<file path="config.mk">
export PLATFORM = sky130hd
export DESIGN_NAME = ddo_regs
export DESIGN_NICKNAME = d
export VERILOG_FILES = /design/src/rtl/ddo_pkg.sv /design/src/rtl/ddo_regs.sv
export SDC_FILE = /design/constraint.sdc
export NUM_CORES = 1
export LEC_CHECK = 0
export BUFFER_PORTS_ARGS = -buffer_cell sky130_fd_sc_hd__buf_2
export CAP_MARGIN = 20
export CELL_PAD_IN_SITES_DETAIL_PLACEMENT = 1
export CELL_PAD_IN_SITES_GLOBAL_PLACEMENT = 1
export CORE_UTILIZATION = 39
export CTS_BUF_LIST = sky130_fd_sc_hd__clkbuf_4 sky130_fd_sc_hd__clkbuf_8 sky130_fd_sc_hd__clkbuf_16
export DETAILED_ROUTE_END_ITERATION = 12
export GPL_TIMING_DRIVEN = 0
export PLACE_DENSITY = 0.82
export SYNTH_ARGS = -nofsm -noshare
export SYNTH_HDL_FRONTEND = slang
export SYNTH_SLANG_ARGS = --single-unit
</file>
<file path="constraint.sdc">
create_clock -name clk -period 3 [get_ports clk]
set_input_delay 0.45 -clock clk [delete_from_list [all_inputs] [get_ports clk]]
set_output_delay 0.45 -clock clk [all_outputs]
set_load 0.1 [all_outputs]
</file>
<file path="src/rtl/ddo_pkg.sv">
// Package with types, constants and tables of the odometry block.
package ddo_pkg;

    localparam int CORDIC_STEPS_DEF = 24;
    localparam int CNT_W            = 7;
    localparam int DIV_STEPS        = 64;
    localparam int XW               = 52;
    localparam int ZW               = 34;
    localparam logic [31:0] CORDIC_GAIN = 32'h9B74EDA8;
    localparam logic [29:0] NS_PER_SEC  = 30'd1000000000;
    localparam logic [0:0]  REG_HEADING  = 1'b0;
    localparam logic [0:0]  REG_DISTANCE = 1'b1;

    typedef struct packed {
        logic signed [31:0] left_count;
        logic signed [31:0] right_count;
        logic [31:0]        time_sec;
        logic [29:0]        time_nsec;
    } ddo_in_t;

    typedef struct packed {
        logic signed [31:0] pos_x;
        logic signed [31:0] pos_y;
        logic signed [31:0] vel_x;
        logic signed [31:0] vel_y;
        logic [31:0]        heading_angle;
        logic               time_fault;
    } ddo_out_t;

    typedef struct packed {
        logic [31:0] heading_gain;
        logic [31:0] distance_gain;
    } ddo_cfg_t;

    typedef struct packed {
        logic load_in;
        logic mul_gain;
        logic gain_lo;
        logic gain_hi;
        logic fold;
        logic rot;
        logic pos;
        logic div_set;
        logic div_step;
        logic div_store;
        logic out_load;
        logic lane;
    } ddo_cmd_t;

    typedef struct packed {
        logic fault;
    } ddo_status_t;

    // Binary-angle arctangent of 2^-i.
    function automatic logic [31:0] atan_at(input logic [4:0] i);
        logic [31:0] v;
        case (i)
            5'd0:  v = 32'h20000000;
            5'd1:  v = 32'h12E4051E;
            5'd2:  v = 32'h09FB385B;
            5'd3:  v = 32'h051111D4;
            5'd4:  v = 32'h028B0D43;
            5'd5:  v = 32'h0145D7E1;
            5'd6:  v = 32'h00A2F61E;
            5'd7:  v = 32'h00517C55;
            5'd8:  v = 32'h0028BE53;
            5'd9:  v = 32'h00145F2F;
            5'd10: v = 32'h000A2F98;
            5'd11: v = 32'h000517CC;
            5'd12: v = 32'h00028BE6;
            5'd13: v = 32'h000145F3;
            5'd14: v = 32'h0000A2FA;
            5'd15: v = 32'h0000517D;
            5'd16: v = 32'h000028BE;
            5'd17: v = 32'h0000145F;
            5'd18: v = 32'h00000A30;
            5'd19: v = 32'h00000518;
            5'd20: v = 32'h0000028C;
            5'd21: v = 32'h00000146;
            5'd22: v = 32'h000000A3;
            5'd23: v = 32'h00000051;
            5'd24: v = 32'h00000029;
            5'd25: v = 32'h00000014;
            5'd26: v = 32'h0000000A;
            5'd27: v = 32'h00000005;
            5'd28: v = 32'h00000003;
            5'd29: v = 32'h00000001;
            5'd30: v = 32'h00000001;
            default: v = 32'h00000000;
        endcase
        return v;
    endfunction

endpackage

</file>
<file path="src/rtl/ddo_regs.sv">
// Configuration register file behind the APB-style port.
module ddo_regs (
    input  logic            clk,
    input  logic            rst_n,
    input  logic            psel,
    input  logic            penable,
    input  logic            pwrite,
    input  logic [2:0]      paddr,
    input  logic [31:0]     pwdata,
    output logic [31:0]     prdata,
    output ddo_pkg::ddo_cfg_t cfg
);
    import ddo_pkg::*;

    logic [31:0] heading_gain_reg;
    logic [31:0] distance_gain_reg;

    // Register writes in the access phase.
    always_ff @(posedge clk or negedge rst_n)
    begin
        if (!rst_n)
        begin
            heading_gain_reg  <= '0;
            distance_gain_reg <= '0;
        end
        else if (psel && penable && pwrite)
        begin
            case (paddr[2])
                REG_HEADING:  heading_gain_reg  <= pwdata;
                REG_DISTANCE: distance_gain_reg <= pwdata;
                default:      heading_gain_reg  <= heading_gain_reg;
            endcase
        end
    end

    // Read back.
    always_comb
    begin
        case (paddr[2])
            REG_HEADING:  prdata = heading_gain_reg;
            REG_DISTANCE: prdata = distance_gain_reg;
            default:      prdata = '0;
        endcase
    end

    assign cfg.heading_gain  = heading_gain_reg;
    assign cfg.distance_gain = distance_gain_reg;
endmodule

</file>
==> impl_metrics.py <==
metrics = {
    "synthesis": {
        "synth_top_family_by_area": "multiplexers",
        "synth_area_leaders": "dfrtp_1, mux2_2, mux2_4, buf_2, buf_6",
        "yosys_warnings": 0,
        "ys_ff_latch": 64,
        "syn-num-nets": 212,
        "syn_inst": 172,
        "yosys.area_share.xor_xnor": 0,
        "syn_area_mm2": 0.00290,
        "synth.area.mux_share": 0.412,
        "synth_commonest_cells": "dfrtp_1, mux2_2, mux2_4",
        "synth_top_cell_area_share": 0.552,
        "synthFlopType": "dfrtp_1",
        "synth_fa_ha_area_frac": 0,
        "yosysUniqueCellTypes": 8,
        "synth_compound_area_frac": 0,
        "synth-edff-count": 0,
        "synth_simple_gate_area_share": 0.0125,
        "ys_seq_area_frac": 0.552,
        "syn_avg_cell_area_um2": 16.9,
        "async_reset_ff_frac": 1.00,
        "synth_top_area_cell": "dfrtp_1",
    },
    "worst_setup_path": {
        "crit_start": "paddr[2]",
        "critical_path_class": "primary input to output pin",
        "endpoint_kind": "output pin",
        "cp-start-kind": "primary input",
        "r2r_start": "distance_gain_reg[5]",
        "cp.arrival_ns": 1.60,
        "crit_required_ns": 2.55,
        "worstPathMaxFanout": 10,
    },
    "final_layout": {
        "regArea_mm2": 0.00160,
        "nFillCells": 794,
        "multi_input_area_mm2": 0.00123,
        "finish.utilization": 0.538,
        "fin_area_mm2": 0.00388,
        "syn_to_final_growth_pct": 33.8,
        "nets": 355,
        "post_route_cells_drive_above_1_share": 0.794,
        "antenna_cells": 0,
    },
    "clock_network": {
        "clockBufferDepth": 2,
        "insertion_delay_ns": 0.33,
        "clock_sinks": 64,
        "path_clk_slew_ns": 0.07,
        "cts_tree": "yes",
        "cts_max_level": 3,
        "postCtsHoldBufs": 0,
        "cts-root-buf": "clkbuf_8",
        "ctsResizeCount": 0,
        "post-cts-setup-buffers": 0,
        "cts_buffers": 9,
    },
    "global_route": {
        "grt_first_pass_wirelength_mm": 10.6,
        "grt_max_degree": 65,
        "grt_overflow": 0,
        "antenna_found_initial": 0,
        "track_usage": 0.184,
        "grt_pass1_vias": 2056,
    },
    "sta": {
        "clock-skew-final_ns": 0,
        "setup_tns_ns": 0,
        "finalCriticalPeriod_ns": 2.05,
        "finalCritPeriodShare": 0.682,
        "fin_ws_ns": 0.954,
        "rsz0062_at_grt": "false",
        "worst_pin_slew_ns": 0.807,
        "slew_violations": 0,
        "finalHoldViolCount": 0,
        "fmax_mhz": 489,
        "slew_headroom": 0.462,
        "setup_viol": 0,
    },
    "job": {
        "max-cap-violations": 0,
    },
    "outcome": {
        "status": "finished, final reports clean",
    },
    "drt": {
        "first_pass_iters": 4,
        "vias_per_cell": 4.74,
        "drtIter0Drc": 38,
        "num_vias": 1987,
        "avgRoutedWirePerCell_um": 16.3,
        "totalWireLength_mm": 6.82,
        "ant_nets": 0,
        "drc": 0,
    },
    "floorplanning": {
        "ios": 136,
        "fp.dieW_um": 88.2,
        "core_area_mm2": 0.00721,
        "die-area_mm2": 0.00779,
        "start_util": 0.402,
        "die_h_um": 88.2,
        "row_count": 31,
    },
    "placement": {
        "dpl-instance-area_mm2": 0.00369,
        "dp_slack_ns": 0.941,
        "place.detailed.hpwl_mm": 5.03,
        "gp_congestion": 0.696,
        "io_buffers": 132,
    },
    "worst_hold_path": {
        "min_path_type": "primary input to async pin",
    },
}
[stage by stage]
step | hold slack [ns] | cells
floorplan | 0.154 | 172
global placement | 0.499 | 403
detailed placement | 0.512 | 403
CTS | 0.231 | 419
global route | 0.277 | 419
finish | 0.221 | 419
[layout make-up]
type,count,area share
tap,99,0.0319
clock inverter,4,0.00709
multi-input combinational,98,0.317
clock buffer,12,0.0426
sequential,64,0.413
timing repair buffer,132,0.171
buffer,10,0.0177
[cells in the final DEF, fill, tap and decap left out, drive strengths merged]
cell,count
clkinvlp,3
dfrtp,64
buf,142
nand4b,1
nand4,1
mux2,96
clkbuf,12
clkinv,1
[layer usage]
metal	vias to the layer above	routed length (um)	global-route usage	part of all wire
met4	0	107	0.0836	0.016
met5	-	0	0	0
met1	989	2930	0.238	0.43
li1	907	-	-	-
met3	8	463	0.0457	0.068
met2	83	3320	0.292	0.49
[path summary, 6_finish.rpt]
| path | to | slack, ns | cells past startpoint |
|---|---|---|---|
| worst min-delay path | distance_gain_reg[19] | 0.22 | 1 |
| worst max-delay path | prdata[8] | 0.95 | 4 |
| min in group clk | heading_gain_reg[2] | 0.36 | 2 |
| worst min register to register | distance_gain_reg[7] | 0.53 | 1 |
| max in group asynchronous | distance_gain_reg[27] | 2.25 | 1 |
| worst max register to register | distance_gain_reg[5] | 2.18 | 1 |
[worst max-delay path, cell delays in order]
cell    delay [ns]
buf_2         0.16
buf_2         0.31
mux2_2        0.38
buf_2         0.29
[cells by family (layout without fill, tap and decap cells)]
family | count (synthesis) | in the layout
buffers and inverters | 10 | 158
multiplexers | 96 | 96
AND/OR/NAND/NOR | 2 | 2
flip-flops | 64 | 64
Power is not shown: default switching activity piles up to over one toggle a cycle in this logic, so the estimate is an artifact.
