<file path="src/rtl/ddo_pkg.sv">
// Package with types, constants and tables of the odometry block.
package ddo_pkg;

    localparam int CORDIC_STEPS_DEF = 24;
    localparam int CNT_W            = 7;
    localparam int DIV_STEPS        = 64;
    localparam int XW               = 52;
    localparam int ZW               = 34;
    localparam logic [31:0] CORDIC_GAIN = 32'h9B74EDA8;
    localparam logic [29:0] NS_PER_SEC  = 30'd1000000000;
    localparam logic [0:0]  REG_HEADING  = 1'b0;
    localparam logic [0:0]  REG_DISTANCE = 1'b1;

    typedef struct packed {
        logic signed [31:0] left_count;
        logic signed [31:0] right_count;
        logic [31:0]        time_sec;
        logic [29:0]        time_nsec;
    } ddo_in_t;

    typedef struct packed {
        logic signed [31:0] pos_x;
        logic signed [31:0] pos_y;
        logic signed [31:0] vel_x;
        logic signed [31:0] vel_y;
        logic [31:0]        heading_angle;
        logic               time_fault;
    } ddo_out_t;

    typedef struct packed {
        logic [31:0] heading_gain;
        logic [31:0] distance_gain;
    } ddo_cfg_t;

    typedef struct packed {
        logic load_in;
        logic mul_gain;
        logic gain_lo;
        logic gain_hi;
        logic fold;
        logic rot;
        logic pos;
        logic div_set;
        logic div_step;
        logic div_store;
        logic out_load;
        logic lane;
    } ddo_cmd_t;

    typedef struct packed {
        logic fault;
    } ddo_status_t;

    // Binary-angle arctangent of 2^-i.
    function automatic logic [31:0] atan_at(input logic [4:0] i);
        logic [31:0] v;
        case (i)
            5'd0:  v = 32'h20000000;
            5'd1:  v = 32'h12E4051E;
            5'd2:  v = 32'h09FB385B;
            5'd3:  v = 32'h051111D4;
            5'd4:  v = 32'h028B0D43;
            5'd5:  v = 32'h0145D7E1;
            5'd6:  v = 32'h00A2F61E;
            5'd7:  v = 32'h00517C55;
            5'd8:  v = 32'h0028BE53;
            5'd9:  v = 32'h00145F2F;
            5'd10: v = 32'h000A2F98;
            5'd11: v = 32'h000517CC;
            5'd12: v = 32'h00028BE6;
            5'd13: v = 32'h000145F3;
            5'd14: v = 32'h0000A2FA;
            5'd15: v = 32'h0000517D;
            5'd16: v = 32'h000028BE;
            5'd17: v = 32'h0000145F;
            5'd18: v = 32'h00000A30;
            5'd19: v = 32'h00000518;
            5'd20: v = 32'h0000028C;
            5'd21: v = 32'h00000146;
            5'd22: v = 32'h000000A3;
            5'd23: v = 32'h00000051;
            5'd24: v = 32'h00000029;
            5'd25: v = 32'h00000014;
            5'd26: v = 32'h0000000A;
            5'd27: v = 32'h00000005;
            5'd28: v = 32'h00000003;
            5'd29: v = 32'h00000001;
            5'd30: v = 32'h00000001;
            default: v = 32'h00000000;
        endcase
        return v;
    endfunction

endpackage

</file>
<file path="src/rtl/ddo_ctrl.sv">
// Sequencer that steps the odometry datapath through one word.
module ddo_ctrl #(
    parameter int CORDIC_STEPS = ddo_pkg::CORDIC_STEPS_DEF
) (
    input  logic                 clk,
    input  logic                 rst_n,
    input  logic                 in_valid,
    output logic                 in_ready,
    output logic                 out_valid,
    input  logic                 out_ready,
    input  ddo_pkg::ddo_status_t status,
    output ddo_pkg::ddo_cmd_t    cmd,
    output logic [4:0]           iter
);
    import ddo_pkg::*;

    typedef enum logic [10:0] {
        S_IDLE   = 11'b00000000001,
        S_MUL    = 11'b00000000010,
        S_GLO    = 11'b00000000100,
        S_GHI    = 11'b00000001000,
        S_FOLD   = 11'b00000010000,
        S_ROT    = 11'b00000100000,
        S_POS    = 11'b00001000000,
        S_DSET   = 11'b00010000000,
        S_DRUN   = 11'b00100000000,
        S_DSTORE = 11'b01000000000,
        S_OUTW   = 11'b10000000000
    } state_t;

    state_t             state_reg, state_next;
    logic [CNT_W-1:0]   cnt_reg, cnt_next;
    logic               lane_reg, lane_next;
    logic               out_valid_reg, out_valid_next;
    logic               slot_free;

    assign slot_free = !out_valid_reg || out_ready;
    assign in_ready  = (state_reg == S_IDLE);
    assign out_valid = out_valid_reg;
    assign iter      = cnt_reg[4:0];

    // Next state and commands.
    always_comb
    begin
        state_next     = state_reg;
        cnt_next       = cnt_reg;
        lane_next      = lane_reg;
        out_valid_next = out_valid_reg && !out_ready;
        cmd            = '0;
        cmd.lane       = lane_reg;
        case (state_reg)
            S_IDLE:
            begin
                if (in_valid)
                begin
                    cmd.load_in = 1'b1;
                    state_next  = S_MUL;
                end
            end
            S_MUL:
            begin
                cmd.mul_gain = 1'b1;
                state_next   = S_GLO;
            end
            S_GLO:
            begin
                cmd.gain_lo = 1'b1;
                state_next  = S_GHI;
            end
            S_GHI:
            begin
                cmd.gain_hi = 1'b1;
                state_next  = S_FOLD;
            end
            S_FOLD:
            begin
                cmd.fold   = 1'b1;
                cnt_next   = '0;
                state_next = S_ROT;
            end
            S_ROT:
            begin
                cmd.rot  = 1'b1;
                cnt_next = cnt_reg + 1'b1;
                if (cnt_reg == CNT_W'(CORDIC_STEPS - 1))
                begin
                    state_next = S_POS;
                end
            end
            S_POS:
            begin
                cmd.pos    = 1'b1;
                lane_next  = 1'b0;
                state_next = S_DSET;
            end
            S_DSET:
            begin
                // A non-positive interval leaves both velocities at zero.
                if (status.fault)
                begin
                    state_next = S_OUTW;
                end
                else
                begin
                    cmd.div_set = 1'b1;
                    cnt_next    = '0;
                    state_next  = S_DRUN;
                end
            end
            S_DRUN:
            begin
                cmd.div_step = 1'b1;
                cnt_next     = cnt_reg + 1'b1;
                if (cnt_reg == CNT_W'(DIV_STEPS - 1))
                begin
                    state_next = S_DSTORE;
                end
            end
            S_DSTORE:
            begin
                cmd.div_store = 1'b1;
                if (lane_reg)
                begin
                    state_next = S_OUTW;
                end
                else
                begin
                    lane_next  = 1'b1;
                    state_next = S_DSET;
                end
            end
            S_OUTW:
            begin
                if (slot_free)
                begin
                    cmd.out_load   = 1'b1;
                    out_valid_next = 1'b1;
                    state_next     = S_IDLE;
                end
            end
            default:
            begin
                state_next = S_IDLE;
            end
        endcase
    end

    // Control registers.
    always_ff @(posedge clk or negedge rst_n)
    begin
        if (!rst_n)
        begin
            state_reg     <= S_IDLE;
            cnt_reg       <= '0;
            lane_reg      <= 1'b0;
            out_valid_reg <= 1'b0;
        end
        else
        begin
            state_reg     <= state_next;
            cnt_reg       <= cnt_next;
            lane_reg      <= lane_next;
            out_valid_reg <= out_valid_next;
        end
    end
endmodule

</file>
<file path="config.mk">
export PLATFORM = sky130hd
export DESIGN_NAME = ddo_ctrl
export DESIGN_NICKNAME = d
export VERILOG_FILES = /design/src/rtl/ddo_pkg.sv /design/src/rtl/ddo_ctrl.sv
export SDC_FILE = /design/constraint.sdc
export NUM_CORES = 1
export LEC_CHECK = 0
export ABC_AREA = 1
export BUFFER_PORTS_ARGS = -buffer_cell sky130_fd_sc_hd__buf_2
export CAP_MARGIN = 20
export CORE_ASPECT_RATIO = 0.7
export CORE_MARGIN = 2
export CORE_UTILIZATION = 49
export DETAILED_ROUTE_END_ITERATION = 6
export PLACE_DENSITY_LB_ADDON = 0.2
export SETUP_SLACK_MARGIN = 0.2
export SLEW_MARGIN = 0
export SYNTH_ARGS = -nofsm -noshare
export SYNTH_HDL_FRONTEND = slang
export SYNTH_SLANG_ARGS = --single-unit
</file>
<file path="constraint.sdc">
create_clock -name clk -period 1.3 [get_ports clk]
set_input_delay 0.325 -clock clk [delete_from_list [all_inputs] [get_ports clk]]
set_output_delay 0.325 -clock clk [all_outputs]
set_load 0.02 [all_outputs]
</file>
==> out/summary.txt, run 1 <==
CTS buffer count - 3
IO buf count - 23
Row count - 15
H-tree Lvls - 1
Max Buffers Root-to-Sink - 2
RD Place Congestion - 0.875
Stopped at - global routing (5_1_grt)
CTS root buffer - clkbuf_8
# IOs - 24
Cell Area, Placed - 1700 µm²
Mapped Cells - 172
CTS Sinks - 20
Post-synth EDFFs - 0
Sequential share of the synthesized area - 39.7%
Post-synthesis cell type count - 24
Die X - 64.7 µm
Mapped cell area - 1260 µm²
Tool Error - [ERROR GRT-0232] Routing congestion too high. Check the congestion heatmap in the GUI.
Global-route usage over all layers - 70.3%
Largest net degree at the start of global routing - 21
Placed cells - 250
Hpwl dp - 2600 µm
Yosys warning count - 0
Syn avg cell area - 7.35 µm²
Initial Util - 51.4%
Synth async-reset ratio - 100%
Mapped Nets - 178
Cell with the most instances after synthesis - nand2_1
Status - stopped before the end
Cell taking the most area after synthesis - dfrtp_1
Grt repair worst endpoint - cmd[8]
Worst_ep kind - primary output
Flops & latches, synth - 20
Hold Buf Count CTS - 0
Die Ht - 46.5 µm
Predominant post-synthesis flop cell - dfrtp_1
Grt ovf - 31
Post-synth top area share - 37.6%
Synth top area cells - dfrtp_1, nand2_1, inv_1
Commonest cells post-synth - nand2_1, inv_1, nor2_1, dfrtp_1, nor3_1
==> timing repair <==
item	4_1_cts
pin swaps	7
resized for setup	70
endpoints found under the setup margin	39
buffers inserted	19
==> per-stage QoR <==
step	setup slack, ns	utilization (%)	TNS (ns)	hold slack, ns
after CTS	-0.478	87.2	-9.09	0.0207
after detailed placement	-0.276	69.3	-4.63	0.292
after global placement	-0.221	69.3	-3.37	0.296
after floorplan	-0.149	-	-0.601	0.0294
==> kinds of logic after synthesis <==
kind of cell / count (synthesis) / synth area share [%]
XOR/XNOR: 4 / 2.77
multiplexers: 1 / 0.792
buffers and inverters: 42 / 14.6
adder cells (fa/ha/maj): 1 / 0.990
flip-flops: 20 / 39.7
AO/OA/AOI/OAI: 13 / 6.24
AND/OR/NAND/NOR: 91 / 35.0
==> per-layer routing <==
layer,track usage [%],overflow
met2,90.3,18
met3,52.6,2
met1,67.3,0
met4,81.7,11
met5,14.3,0
==> inputs of run 2 (changes only) <==
--- a/config.mk
+++ b/config.mk
@@ -8,12 +8,10 @@
 export ABC_AREA = 1
 export BUFFER_PORTS_ARGS = -buffer_cell sky130_fd_sc_hd__buf_2
 export CAP_MARGIN = 20
-export CORE_ASPECT_RATIO = 0.7
-export CORE_MARGIN = 2
-export CORE_UTILIZATION = 49
+export CORE_AREA = 2 2 63 65
 export DETAILED_ROUTE_END_ITERATION = 6
-export PLACE_DENSITY_LB_ADDON = 0.2
-export SETUP_SLACK_MARGIN = 0.2
+export DIE_AREA = 0 0 65 67
+export PLACE_DENSITY_LB_ADDON = 0.15
 export SLEW_MARGIN = 0
 export SYNTH_ARGS = -nofsm -noshare
 export SYNTH_HDL_FRONTEND = slang
==> constraint.sdc (replaced) <==
create_clock -name clk -period 1.7 [get_ports clk]
set_input_delay 0.425 -clock clk [delete_from_list [all_inputs] [get_ports clk]]
set_output_delay 0.425 -clock clk [all_outputs]
set_load 0.02 [all_outputs]
==> run 2 against run 1 <==
The flow now finishes, with violations (setup timing); synthesized cell count unchanged; area after synthesis unchanged.
==> out/summary.txt, run 2 <==
Status - finished with violations
Failing checks - setup timing
Die X - 65 µm
Final Hold Viols - 0
Predominant post-synthesis flop cell - dfrtp_1
Number of max-cap violations - 0
Global-route usage over all layers - 14.8%
Final WL - 2930 µm
Endpoint class of the critical path - primary output
Die Ht - 67 µm
CTS root buffer - clkbuf_8
Fill count - 373
Layout cells sized above 1 - 41.7%
Post-synth top area share - 37.6%
CP Cell Sequence - nor2_2, nand2_2, nor2_4, buf_6, nand2_4, inv_2, buf_6
Initial antenna violation count - 0
Slowest-stage cell, CP - dfrtp_1
Synth async-reset ratio - 100%
Worst Setup Path Type - reg -> out
Routed vias - 1,196
Footprint of the multi-input gates - 642 µm²
Mapped cell area - 1260 µm²
Worst EP required - 1.27 ns
Max VDD drop - 0.000809 V
Worst-path clk slew - 0.08 ns
Crit-path leading delay family - simple AND/OR/NAND/NOR gates
Worst Clk Skew - 0.00147 ns
WHS - 0.114 ns
RD Place Congestion - 0.943
Core Region - 3610 µm²
Syn avg cell area - 7.35 µm²
Antenna diode count - 0
Initial drt markers - 52
Pleak - 0.000946 µW
Mapped Nets - 178
Power density over the cells - 1530 nW/µm²
Sequential share of the synthesized area - 39.7%
Hold Buf Count CTS - 0
Nets - 218
H-tree Lvls - 1
Crit path top cell by count - buf_6
Total power - 2590 µW
Period utilisation layout - 109%
Fin crit period - 1.85 ns
Largest net degree at the start of global routing - 21
CP arrival - 1.42 ns
Per-cell routed wire length - 11.3 µm
CTS buffer count - 3
Register area - 502 µm²
Total die area - 4360 µm²
Post-route ant nets - 0
IO buf count - 23
Final WS setup - -0.149 ns
Slew headroom - 67.4%
Grt ovf - 0
Cell taking the most area after synthesis - dfrtp_1
Vias in the first global route - 1,187
Synth top area cells - dfrtp_1, nand2_1, inv_1
Startpoint types - flip-flop
R2R setup slack - 0.10 ns
Area grow syn2layout - 34.3%
Row count - 22
Hpwl dp - 2010 µm
Vias per cell - 4.62
Setup-failing EPs final - 12
Post-synth EDFFs - 0
Clock latency at the later pin of the worst-skew pair - 0.26 ns
Global-route wire length before repair - 4910 µm
Drc violations - 0
Yosys warning count - 0
Most frequent cells in the layout - nand2_1, buf_4, inv_1, nor2_1, dfrtp_1
Drt pass-1 iters - 5
Worst Path Buf+Inv - 3
RSZ-0062 raised after global routing - true
Hold Crit Class - in -> async
Cell with the most instances after synthesis - nand2_1
CTS Sinks - 20
Flip-flop count of the largest register after layout - 11
CTS tree - yes
Most common cell after layout, fill and taps aside - nand2_1
Critical Path Max Stage Delay - 0.40 ns
Max Slew Vio Count - 0
Commonest cells post-synth - nand2_1, inv_1, nor2_1, dfrtp_1, nor3_1
# IOs - 24
Peak Freq - 541 MHz
CP max FO - 5
Post-synthesis cell type count - 24
Worst-Margin Slew - 0.489 ns
Mapped Cells - 172
Initial Util - 35.0%
Max Buffers Root-to-Sink - 2
Flops & latches, synth - 20
## run 2: cells by family (layout without fill, tap and decap cells)
group	after synthesis	after routing	synth area share (%)
muxes	1	1	0.792
adders and majority gates	1	1	0.990
and+or+nand+nor	91	91	35.0
xor gates and xnor gates	4	4	2.77
DFF	20	20	39.7
buffers and inverters	42	81	14.6
AOI/OAI and AO/OA	13	13	6.24
## run 2: timing repair
item / in CTS / in global routing
pin swaps: 7 / 9
resized for setup: 29 / 11
setup buffers: 8 / 8
setup endpoints to repair: 12 / 12
## run 2: final timing paths
path | endpoint | start | depth (start not counted)
setup / recovery | cmd[5] | state_reg[3] | 7
hold / removal | out_valid | rst_n | 1
max in group asynchronous | state_reg[0] | rst_n | 1
hold reg to reg | lane_reg | lane_reg | 2
min in group clk | out_valid | out_ready | 2
setup reg to reg | state_reg[5] | state_reg[6] | 11
## run 2: area by class of cell
class	instances	share of cell area [%]
inverter	35	7.89
multi-input combinational	110	37.8
clock buffer	4	3.24
sequential	20	29.6
tap	48	3.54
timing repair buffer	42	17.9
## run 2: power by group
part | internal, µW | switching, µW | leakage (µW)
Sequential | 617 | 130 | 0.000262
Clock | 206 | 167 | 0.0000288
Combinational | 604 | 868 | 0.000655
## run 2: per-stage QoR
step	instances	setup WS (ns)	cell area (µm²)	util, %	TNS (ns)
2_1_floorplan	172	-0.0248	1260	-	-0.0745
3_3_place_gp	239	0.0837	1410	39.1	0
3_5_place_dp	239	0.0684	1410	39.1	0
4_1_cts	251	-0.147	1610	44.5	-1.29
5_1_grt	259	-0.236	1700	47.1	-2.43
6_report	259	-0.149	1700	47.1	-1.44
## run 2: per-layer routing
layer | global-route usage (%) | wire [µm] | part of all wire [%]
met1 | 16.9 | 1290 | 44
met2 | 26.9 | 1530 | 52
met3 | 2.53 | 95 | 3.2
met4 | 6.65 | 17 | 0.58
met5 | 0 | 0 | 0
Note: power is estimated with default switching activity, not from simulation.
